<file path="src/design/lpe_pkg.sv">
// Shared types and fixed constants for the Legendre polynomial evaluator.
// No dependencies; used by legendre_poly_eval_top and its bench.
package lpe_pkg;

    // Fraction bits carried on the stream ports
    localparam int IO_FRAC = 30;
    localparam int X_W     = 32;
    localparam int ORD_W   = 7;
    localparam int POLY_W  = 32;
    localparam int DER_W   = 43;
    // Integer bits the derivative quotient may reach before clipping
    localparam int QINT_W  = 14;

    typedef enum logic [3:0] {
        S_IDLE,
        S_LOOP,
        S_MU,
        S_MV,
        S_UPD,
        S_XX,
        S_XP,
        S_NUM,
        S_DIVS,
        S_DIV,
        S_FIN,
        S_OUT
    } state_t;

endpackage

</file>
<file path="src/design/legendre_poly_eval_top.sv">
// Legendre polynomial evaluator: Pn(x) by three-term recurrence and Pn'(x).
// Depends on lpe_pkg.
// The recurrence runs one step for each order from 2 to n, and the divider forms a
// quotient of QW = 2*FRAC_BITS + 4 + clog2(MAX_ORDER+1) bits (71 at defaults).
// Order 0 skips the recurrence and the derivative; an end point skips the division.
// One multiplier serves every recurrence step (three products each) and the
// derivative terms; a restoring divider yields one quotient
// bit a cycle. One item at a time: s_tready is high only while no item is in work.
// Reset (aresetn low, synchronous) returns the sequencer to idle and drops m_tvalid.
module legendre_poly_eval_top #(
    parameter int MAX_ORDER = 64,
    parameter int FRAC_BITS = 30
) (
    input  logic        aclk,
    input  logic        aresetn,
    input  logic        s_tvalid,
    output logic        s_tready,
    input  logic [39:0] s_tdata,   // [6:0] order, [38:7] x_value, [39] zero
    output logic        m_tvalid,
    input  logic        m_tready,
    output logic [79:0] m_tdata,   // [31:0] poly_value, [74:32] deriv_value, rest zero
    output logic [1:0]  m_tuser    // [0] deriv_undefined, [1] saturated
);

    localparam int F      = FRAC_BITS;
    localparam int OW     = $clog2(MAX_ORDER + 1);
    localparam int RCW    = $clog2(MAX_ORDER + 2);
    localparam int VW     = F + 5;
    localparam int MW     = F + 3;
    localparam int PW     = 2 * MW;
    localparam int NW     = MW + OW;
    localparam int QW     = NW + F + 1;
    localparam int CW     = $clog2(QW + 1);
    localparam int DW     = F + 2;
    localparam int RW     = F + 2;
    localparam int IO     = lpe_pkg::IO_FRAC;
    localparam int IN_UP  = (F > IO) ? F - IO : 0;
    localparam int IN_DN  = (F < IO) ? IO - F : 0;
    localparam int OUT_UP = (F < IO) ? IO - F : 0;
    localparam int OUT_DN = (F > IO) ? F - IO : 0;
    localparam int IXW    = IO + 1 + IN_UP;
    localparam int PVW    = VW + OUT_UP;
    localparam int EW     = (QW + OUT_UP > 44) ? QW + OUT_UP : 44;

    localparam logic signed [VW-1:0] ONE_V  = VW'(1) <<< F;
    localparam logic signed [VW-1:0] TWO_V  = VW'(2) <<< F;
    localparam logic [MW-1:0]        ONE_M  = MW'(1) << F;
    localparam logic [MW-1:0]        TWO_M  = MW'(2) << F;
    localparam logic [PW-1:0]        HALF_P = (PW'(1) << F) >> 1;
    localparam logic [IXW-1:0]       IN_HALF  = (IXW'(1) << IN_DN) >> 1;
    localparam logic [PVW-1:0]       PV_HALF  = (PVW'(1) << OUT_DN) >> 1;
    localparam logic [QW-1:0]        OUT_HALF = (QW'(1) << OUT_DN) >> 1;
    localparam logic signed [31:0]   X_MAX  = 32'sd1 <<< IO;
    localparam logic [PVW-1:0]       P_LIM  = PVW'(1) << IO;
    localparam logic [EW-1:0]        D_POS  = (EW'(1) << (lpe_pkg::DER_W - 1)) - EW'(1);
    localparam logic [EW-1:0]        D_NEG  = EW'(1) << (lpe_pkg::DER_W - 1);
    localparam logic [lpe_pkg::DER_W-1:0] DER_MAX = {1'b0, {(lpe_pkg::DER_W-1){1'b1}}};
    localparam logic [lpe_pkg::DER_W-1:0] DER_MIN = {1'b1, {(lpe_pkg::DER_W-1){1'b0}}};

    // Reciprocal table: round(2^F / r), entries below two unused
    logic [F-1:0] recip_rom [MAX_ORDER+1];
    for (genvar Rg = 0; Rg <= MAX_ORDER; Rg++) begin : g_rom
        if (Rg < 2) begin : g_lo
            assign recip_rom[Rg] = '0;
        end else begin : g_hi
            assign recip_rom[Rg] =
                F'(((64'(1) << F) + 64'(Rg / 2)) / 64'(Rg));
        end
    end

    lpe_pkg::state_t state_reg, state_next;

    logic [OW-1:0]          n_reg, n_next;
    logic [RCW-1:0]         r_reg, r_next;
    logic signed [VW-1:0]   x_reg, x_next;
    logic signed [VW-1:0]   p0_reg, p0_next;
    logic signed [VW-1:0]   p1_reg, p1_next;
    logic signed [VW-1:0]   acc_reg, acc_next;
    logic signed [DW-1:0]   den_reg, den_next;
    logic [PW-1:0]          prod_reg, prod_next;
    logic                   neg_reg, neg_next;
    logic                   dneg_reg, dneg_next;
    logic [QW-1:0]          quot_reg, quot_next;
    logic [RW-1:0]          rem_reg, rem_next;
    logic [CW-1:0]          cnt_reg, cnt_next;
    logic                   sat_reg, sat_next;
    logic                   undef_reg, undef_next;
    logic [lpe_pkg::POLY_W-1:0] poly_reg, poly_next;
    logic [lpe_pkg::DER_W-1:0]  deriv_reg, deriv_next;

    // Shared multiplier operands
    logic [MW-1:0]          op_a, op_b;
    logic                   op_neg;
    logic [PW-1:0]          mul_full;
    logic [PW-1:0]          rnd_sum;
    logic [VW-1:0]          rnd_mag;
    logic signed [VW-1:0]   prod_rnd;
    logic [F-1:0]           ri;
    logic signed [VW-1:0]   diff;
    logic signed [VW-1:0]   p2;

    // Input conversion
    logic [lpe_pkg::ORD_W-1:0]  in_order;
    logic signed [31:0]     x30, xc;
    logic                   x_clip, n_clip;
    logic [IXW-1:0]         xin_mag, xsc_mag;
    logic [VW-1:0]          xv_mag;

    // Output conversion
    logic [VW-1:0]          p1_mag;
    logic [PVW-1:0]         pv_mag;
    logic [RW:0]            rem_sh;
    logic [NW-1:0]          q_int;
    logic [QW-1:0]          q_rnd;
    logic [EW-1:0]          d_mag;

    function automatic logic [MW-1:0] mag_of(input logic signed [VW-1:0] v);
        logic [VW-1:0] m;
        m = v[VW-1] ? VW'(-v) : VW'(v);
        return m[MW-1:0];
    endfunction

    assign in_order = s_tdata[6:0];
    assign x30      = s_tdata[38:7];
    assign ri       = recip_rom[r_reg[OW-1:0]];

    // Round a product half away from zero to F fraction bits
    assign mul_full = {{MW{1'b0}}, op_a} * {{MW{1'b0}}, op_b};
    assign rnd_sum  = (prod_reg + HALF_P) >> F;
    assign rnd_mag  = rnd_sum[VW-1:0];
    assign prod_rnd = neg_reg ? -$signed(rnd_mag) : $signed(rnd_mag);
    assign diff     = p0_reg - prod_rnd;
    assign p2       = acc_reg - prod_rnd;

    // Clamp and scale the incoming point
    always_comb begin
        n_clip = (int'(in_order) > MAX_ORDER);
        x_clip = 1'b0;
        xc     = x30;
        if (x30 > X_MAX) begin
            xc     = X_MAX;
            x_clip = 1'b1;
        end else if (x30 < -X_MAX) begin
            xc     = -X_MAX;
            x_clip = 1'b1;
        end
        xin_mag = xc[31] ? IXW'(-xc) : IXW'(xc);
        if (F >= IO) begin
            xsc_mag = xin_mag << IN_UP;
        end else begin
            xsc_mag = (xin_mag + IN_HALF) >> IN_DN;
        end
        xv_mag = VW'(xsc_mag);
    end

    // Scale Pn back to the port format
    always_comb begin
        p1_mag = p1_reg[VW-1] ? VW'(-p1_reg) : VW'(p1_reg);
        if (F >= IO) begin
            pv_mag = (PVW'(p1_mag) + PV_HALF) >> OUT_DN;
        end else begin
            pv_mag = PVW'(p1_mag) << OUT_UP;
        end
    end

    // Divider step and quotient scaling
    assign rem_sh = {rem_reg, quot_reg[QW-1]};
    assign q_int  = quot_reg[QW-1 -: NW];
    always_comb begin
        q_rnd = (quot_reg + QW'(1)) >> 1;
        if (F >= IO) begin
            d_mag = EW'((q_rnd + OUT_HALF) >> OUT_DN);
        end else begin
            d_mag = EW'(q_rnd) << OUT_UP;
        end
    end

    // Next state
    always_comb begin
        state_next = state_reg;
        case (state_reg)
            lpe_pkg::S_IDLE: begin
                if (s_tvalid) state_next = lpe_pkg::S_LOOP;
            end
            lpe_pkg::S_LOOP: begin
                if (r_reg > RCW'(n_reg)) state_next = lpe_pkg::S_XX;
                else                     state_next = lpe_pkg::S_MU;
            end
            lpe_pkg::S_MU:  state_next = lpe_pkg::S_MV;
            lpe_pkg::S_MV:  state_next = lpe_pkg::S_UPD;
            lpe_pkg::S_UPD: state_next = lpe_pkg::S_LOOP;
            lpe_pkg::S_XX: begin
                if (n_reg == '0) state_next = lpe_pkg::S_OUT;
                else             state_next = lpe_pkg::S_XP;
            end
            lpe_pkg::S_XP:  state_next = lpe_pkg::S_NUM;
            lpe_pkg::S_NUM: begin
                if (den_reg <= 0) state_next = lpe_pkg::S_OUT;
                else              state_next = lpe_pkg::S_DIVS;
            end
            lpe_pkg::S_DIVS: state_next = lpe_pkg::S_DIV;
            lpe_pkg::S_DIV: begin
                if (cnt_reg == CW'(1)) state_next = lpe_pkg::S_FIN;
            end
            lpe_pkg::S_FIN: state_next = lpe_pkg::S_OUT;
            lpe_pkg::S_OUT: begin
                if (m_tready) state_next = lpe_pkg::S_IDLE;
            end
            default: state_next = lpe_pkg::S_IDLE;
        endcase
    end

    // Datapath and handshake outputs
    always_comb begin
        s_tready   = (state_reg == lpe_pkg::S_IDLE);
        m_tvalid   = (state_reg == lpe_pkg::S_OUT);
        op_a       = '0;
        op_b       = '0;
        op_neg     = 1'b0;
        n_next     = n_reg;
        r_next     = r_reg;
        x_next     = x_reg;
        p0_next    = p0_reg;
        p1_next    = p1_reg;
        acc_next   = acc_reg;
        den_next   = den_reg;
        prod_next  = prod_reg;
        neg_next   = neg_reg;
        dneg_next  = dneg_reg;
        quot_next  = quot_reg;
        rem_next   = rem_reg;
        cnt_next   = cnt_reg;
        sat_next   = sat_reg;
        undef_next = undef_reg;
        poly_next  = poly_reg;
        deriv_next = deriv_reg;
        case (state_reg)
            // Take a beat: clamp order and point, seed the recurrence
            lpe_pkg::S_IDLE: begin
                if (s_tvalid) begin
                    n_next     = n_clip ? OW'(MAX_ORDER) : OW'(in_order);
                    x_next     = xc[31] ? -$signed(xv_mag) : $signed(xv_mag);
                    p0_next    = ONE_V;
                    p1_next    = (in_order == '0) ? ONE_V
                               : (xc[31] ? -$signed(xv_mag) : $signed(xv_mag));
                    r_next     = RCW'(2);
                    sat_next   = n_clip | x_clip;
                    undef_next = 1'b0;
                    deriv_next = '0;
                end
            end
            // x * P(r-1)
            lpe_pkg::S_LOOP: begin
                op_a      = mag_of(x_reg);
                op_b      = mag_of(p1_reg);
                op_neg    = x_reg[VW-1] ^ p1_reg[VW-1];
                prod_next = mul_full;
                neg_next  = op_neg;
            end
            // (2 - 1/r) * t
            lpe_pkg::S_MU: begin
                op_a      = TWO_M - MW'(ri);
                op_b      = mag_of(prod_rnd);
                op_neg    = prod_rnd[VW-1];
                prod_next = mul_full;
                neg_next  = op_neg;
            end
            // hold u, form (1 - 1/r) * P(r-2)
            lpe_pkg::S_MV: begin
                acc_next  = prod_rnd;
                op_a      = ONE_M - MW'(ri);
                op_b      = mag_of(p0_reg);
                op_neg    = p0_reg[VW-1];
                prod_next = mul_full;
                neg_next  = op_neg;
            end
            // new term, clamped to [-2, 2]; advance the order
            lpe_pkg::S_UPD: begin
                p0_next = p1_reg;
                if (p2 > TWO_V)       p1_next = TWO_V;
                else if (p2 < -TWO_V) p1_next = -TWO_V;
                else                  p1_next = p2;
                r_next  = r_reg + RCW'(1);
            end
            // emit Pn, start x^2
            lpe_pkg::S_XX: begin
                if (pv_mag > P_LIM) begin
                    poly_next = p1_reg[VW-1] ? -32'(P_LIM) : 32'(P_LIM);
                    sat_next  = 1'b1;
                end else begin
                    poly_next = p1_reg[VW-1] ? -32'(pv_mag) : 32'(pv_mag);
                end
                op_a      = mag_of(x_reg);
                op_b      = mag_of(x_reg);
                prod_next = mul_full;
                neg_next  = 1'b0;
            end
            // denominator 1 - x^2, then x * Pn
            lpe_pkg::S_XP: begin
                den_next  = DW'(ONE_V - prod_rnd);
                op_a      = mag_of(x_reg);
                op_b      = mag_of(p1_reg);
                op_neg    = x_reg[VW-1] ^ p1_reg[VW-1];
                prod_next = mul_full;
                neg_next  = op_neg;
            end
            // numerator magnitude n * |Pn-1 - x Pn|; handle the end points
            lpe_pkg::S_NUM: begin
                op_a      = mag_of(diff);
                op_b      = MW'(n_reg);
                prod_next = mul_full;
                dneg_next = diff[VW-1];
                if (den_reg <= 0) begin
                    undef_next = 1'b1;
                    sat_next   = 1'b1;
                    deriv_next = ((x_reg > 0) || n_reg[0]) ? DER_MAX : DER_MIN;
                end
            end
            lpe_pkg::S_DIVS: begin
                quot_next = {prod_reg[NW-1:0], {(F+1){1'b0}}};
                rem_next  = '0;
                cnt_next  = CW'(QW);
            end
            // one restoring step per cycle
            lpe_pkg::S_DIV: begin
                if (rem_sh >= (RW+1)'(den_reg)) begin
                    rem_next  = RW'(rem_sh - (RW+1)'(den_reg));
                    quot_next = {quot_reg[QW-2:0], 1'b1};
                end else begin
                    rem_next  = RW'(rem_sh);
                    quot_next = {quot_reg[QW-2:0], 1'b0};
                end
                cnt_next = cnt_reg - CW'(1);
            end
            // round, rescale and clip the derivative
            lpe_pkg::S_FIN: begin
                if (|q_int[NW-1:lpe_pkg::QINT_W]) begin
                    sat_next   = 1'b1;
                    deriv_next = dneg_reg ? DER_MIN : DER_MAX;
                end else if (dneg_reg) begin
                    if (d_mag > D_NEG) begin
                        sat_next   = 1'b1;
                        deriv_next = DER_MIN;
                    end else begin
                        deriv_next = -lpe_pkg::DER_W'(d_mag);
                    end
                end else begin
                    if (d_mag > D_POS) begin
                        sat_next   = 1'b1;
                        deriv_next = DER_MAX;
                    end else begin
                        deriv_next = lpe_pkg::DER_W'(d_mag);
                    end
                end
            end
            lpe_pkg::S_OUT: begin
            end
            default: begin
            end
        endcase
    end

    always_ff @(posedge aclk) begin
        if (!aresetn) begin
            state_reg <= lpe_pkg::S_IDLE;
        end else begin
            state_reg <= state_next;
        end
        n_reg     <= n_next;
        r_reg     <= r_next;
        x_reg     <= x_next;
        p0_reg    <= p0_next;
        p1_reg    <= p1_next;
        acc_reg   <= acc_next;
        den_reg   <= den_next;
        prod_reg  <= prod_next;
        neg_reg   <= neg_next;
        dneg_reg  <= dneg_next;
        quot_reg  <= quot_next;
        rem_reg   <= rem_next;
        cnt_reg   <= cnt_next;
        sat_reg   <= sat_next;
        undef_reg <= undef_next;
        poly_reg  <= poly_next;
        deriv_reg <= deriv_next;
    end

    assign m_tdata = {5'b0, deriv_reg, poly_reg};
    assign m_tuser = {sat_reg, undef_reg};

    // A result beat never overlaps input acceptance
    a_no_overlap: assert property (@(posedge aclk) disable iff (!aresetn)
        !(s_tready && m_tvalid))
        else $error("input ready while a result is pending");

    // Undefined derivative always reports saturation
    a_undef_sat: assert property (@(posedge aclk) disable iff (!aresetn)
        (m_tvalid && m_tuser[0]) |-> m_tuser[1])
        else $error("undefined derivative without saturation flag");

    // Recurrence never runs beyond the clamped order
    a_order_bound: assert property (@(posedge aclk) disable iff (!aresetn)
        (state_reg == lpe_pkg::S_MU) |-> (r_reg <= RCW'(n_reg)))
        else $error("recurrence step beyond order");

    // Pn stays within [-1, 1]
    a_poly_range: assert property (@(posedge aclk) disable iff (!aresetn)
        m_tvalid |-> ($signed(poly_reg) <= X_MAX && $signed(poly_reg) >= -X_MAX))
        else $error("poly_value out of range");

    // Divider runs exactly its bit count before finishing
    a_div_done: assert property (@(posedge aclk) disable iff (!aresetn)
        (state_reg == lpe_pkg::S_FIN) |-> $past(cnt_reg) == CW'(1))
        else $error("divider finished early");

endmodule

</file>
<file path="config.mk">
export PLATFORM = sky130hd
export DESIGN_NAME = legendre_poly_eval_top
export DESIGN_NICKNAME = d
export VERILOG_FILES = /design/src/design/lpe_pkg.sv /design/src/design/legendre_poly_eval_top.sv
export SDC_FILE = /design/constraint.sdc
export NUM_CORES = 2
export LEC_CHECK = 0
export BUFFER_PORTS_ARGS = -buffer_cell sky130_fd_sc_hd__buf_2
export CORE_MARGIN = 2
export CORE_UTILIZATION = 30
export CTS_BUF_LIST = sky130_fd_sc_hd__clkbuf_16
export DETAILED_ROUTE_END_ITERATION = 10
export HOLD_SLACK_MARGIN = 0.03
export SLEW_MARGIN = 20
export SYNTH_ARGS = -nofsm -noshare
export SYNTH_HDL_FRONTEND = slang
export SYNTH_SLANG_ARGS = --single-unit
export TNS_END_PERCENT = 100
</file>
<file path="constraint.sdc">
create_clock -name aclk -period 34.4 [get_ports aclk]
set_input_delay 6.88 -clock aclk [delete_from_list [all_inputs] [get_ports aclk]]
set_output_delay 6.88 -clock aclk [all_outputs]
set_load 0.02 [all_outputs]
</file>
==> results.md <==
- Status: finished, final reports clean
- Antenna Nets Post-Route: 0
- Largest net degree at the start of global routing: 87
- Area growth, synth to finish: 8.83%
- Total core area: 0.235 mm^2
- Post-CTS setup buffer count: 0
- Minimum clock period: 18.15 ns
- TritonCTS Sinks: 444
- H-tree levels: 2
- Die width: 491 um
- Synth Cell Area: 0.0710 mm^2
- Die Ht: 491 um
- Post-synthesis simple-gate area fraction: 18.5%
- Normalized max-slew margin: 17.9%
- Mux cell area share after synthesis: 0.791%
- Vias per inst: 5.32
- Buf/Inv on CP: 12
- Slew Limit Fails: 0
- Sequential fraction of the synthesis area: 18.7%
- Starting Density: 30.2%
- CP arrival: 18.56 ns
- Complex-gate fraction of the synthesized area: 11.6%
- Cell mode on critical path: inv_1
- Hold Crit Class: reg -> reg
- Skew-Pair Late Insertion Delay: 0.67 ns
- CP delay by family, top: compound AO/OA/AOI/OAI gates
- Residual DRC: 0
- Slew @ Worst Pin: 1.22 ns
- CTS root buffer: clkbuf_16
- Register Area: 0.0133 mm^2
- Synthesis-stage register bit count: 444
- Setup Viol. Count Final: 0
- Crit Path Category: reg -> reg
- Dominant synthesized flop cell: edfxtp_1
- Slowest CP cell: ha_1
- Post-Syn Area per Cell: 8.61 um^2
- CTS tree: yes
- Fillcell total: 24470
- Vias: 60507
- CP max FO: 24
- Multi-input gate area: 0.0518 mm^2
- Setup TNS: 0 ns
- Vias in the first global route: 60570
- Max Fclk: 0.0551 GHz
- CP max stage delay: 0.72 ns
- Asr flop ratio synth: 0%
- Fin crit share: 52.7%
- Synth warn: 0
- Top-area cell type share of the netlist area: 27.1%
- First-pass GRT wire length: 374 mm
- Detailed Route WL: 246 mm
- Commonest non-fill, non-tap cells in the layout: inv_1 (1253), nand2_1 (978), nor2_1 (973), fa_1 (960), edfxtp_1 (440)
- Post-synth cell types: 119
- GP Congestion: 0.970
- Crit path launch type: flop
- Max FFs per register: 71
- Rows: 178
- Post-Synth Adder-Cell Area: 34.0%
- Grt ovf: 0
- Final hold violation count: 0
- Post-synth EDFFs: 440
- Post-DR wirelength/cell: 21.6 um
- TritonCTS buffer count: 54
- Synthesized instance count: 8250
- DP HPWL: 186 mm
- CP endpoint kind: flop
- Post-cts sizing count: 0
- Starting DRT DRC Count: 6330
- Synth area leaders: fa_1 (27%), edfxtp_1 (19%), ha_1 (6.7%), inv_1 (6.6%), nor2_1 (5.2%)
- Max Clock Skew: 0.0173 ns
- Clock transition at path regs: 0.06 ns
- Initial antenna violation count: 14
- Nets: 9557
- I/O Buffers: 121
- Req. time, crit path: 34.82 ns
- Die area: 0.241 mm^2
- Most common cell after layout, fill and taps aside: inv_1
- Clock tree buffer depth: 3
- Share of cells above drive strength 1: 6.98%
- # IOs: 128
- GRT Resource Usage Total: 20.1%
- Pre-antenna DRT Iters: 8
- Post-synthesis xor/xnor area fraction: 7.27%
- RSZ-0062 raised after global routing: false
- Max-Cap Viols: 0
- Hold-fix buffers, CTS: 0
- Synth area leader: fa_1
- Main combinational cell family by area after synthesis: adder cells
[per-stage QoR]
stage | util (%) | worst slack (ns) | hold slack (ns) | instances | area [um^2]
after global placement | 32.1 | 16.76 | 0.498 | 11268 | 75500
after detailed placement | 32.1 | 16.61 | 0.500 | 11269 | 75500
after floorplan | - | 20.13 | 0.491 | 8254 | 71000
after CTS | 32.9 | 16.54 | 0.508 | 11368 | 77300
after global routing | 32.9 | 15.50 | 0.535 | 11368 | 77300
final | 32.9 | 16.25 | 0.506 | 11370 | 77300
[Yosys cell counts (all sizes together) (20+ instances only)]
cell    count
o221ai     22
fa        960
xor2      203
a21oi     260
nand3     131
o31ai      52
o21bai     22
nand2     978
a21o       78
or3        67
ha        378
o21ai     367
o41ai      24
a221oi     23
nand2b    115
nand4      65
nor2      983
o22ai      47
or4        29
edfxtp    440
xnor2     378
a211oi     38
o211ai     26
a31oi      68
mux2i      46
inv      1249
nor2b      51
clkbuf    323
maj3       20
and2      137
o21a       38
or2        68
nor3      101
nor4       44
and3       63
buf        92
[path summary, 6_finish.rpt]
| check | slack, ns | to | startpoint | cells past startpoint |
|---|---|---|---|---|
| worst max-delay path | 16.25 | prod_reg[64]$_DFFE_PP_ | prod_reg[29]$_DFFE_PP_ | 62 |
| worst min-delay path | 0.51 | quot_reg[48]$_DFFE_PP_ | prod_reg[17]$_DFFE_PP_ | 2 |
| worst max register to register | 16.25 | prod_reg[64]$_DFFE_PP_ | prod_reg[29]$_DFFE_PP_ | 62 |
| worst min register to register | 0.51 | quot_reg[48]$_DFFE_PP_ | prod_reg[17]$_DFFE_PP_ | 2 |
[worst register-to-register path, delay by kind of cell, from the launching register on]
family	cells	cell delay (ns)
multiplexers	1	0.25
adder cells (fa/ha/maj)	12	6.01
flip-flops	1	0.59
AND/OR/NAND/NOR	7	1.15
buffers and inverters	12	1.84
XOR/XNOR	3	1.11
AO/OA/AOI/OAI	27	6.95
[final cells by class]
| cell class | instances | area share [%] |
|---|---|---|
| diodes | 2 | 0.00648 |
| clock buffers | 54 | 1.75 |
| clock inverters | 45 | 0.526 |
| inverters | 1251 | 6.08 |
| multi-input cells | 6144 | 67.0 |
| flip-flops and latches | 444 | 17.2 |
| well taps | 3150 | 5.10 |
| repair buffers | 280 | 2.35 |
[routing by layer]
layer  up-vias  wire length (um)  GRT usage, %
met4         4             10100          7.20
li1      26640                 -             -
met1     30588            103000          27.4
met2      2787            110000          31.7
met3       488             23300          3.63
met5         -                27             0
[cells by family after synthesis]
| group | count (synthesis) |
|---|---|
| and+or+nand+nor | 2887 |
| buffers and inverters | 1666 |
| adders and majority gates | 1358 |
| AOI/OAI and AO/OA | 1260 |
| xor gates and xnor gates | 583 |
| DFF | 444 |
| muxes | 51 |
| other | 1 |
Power is left out: the tool's default activity adds up to more than one toggle a clock period on the data nets, which glitch-free logic cannot reach.
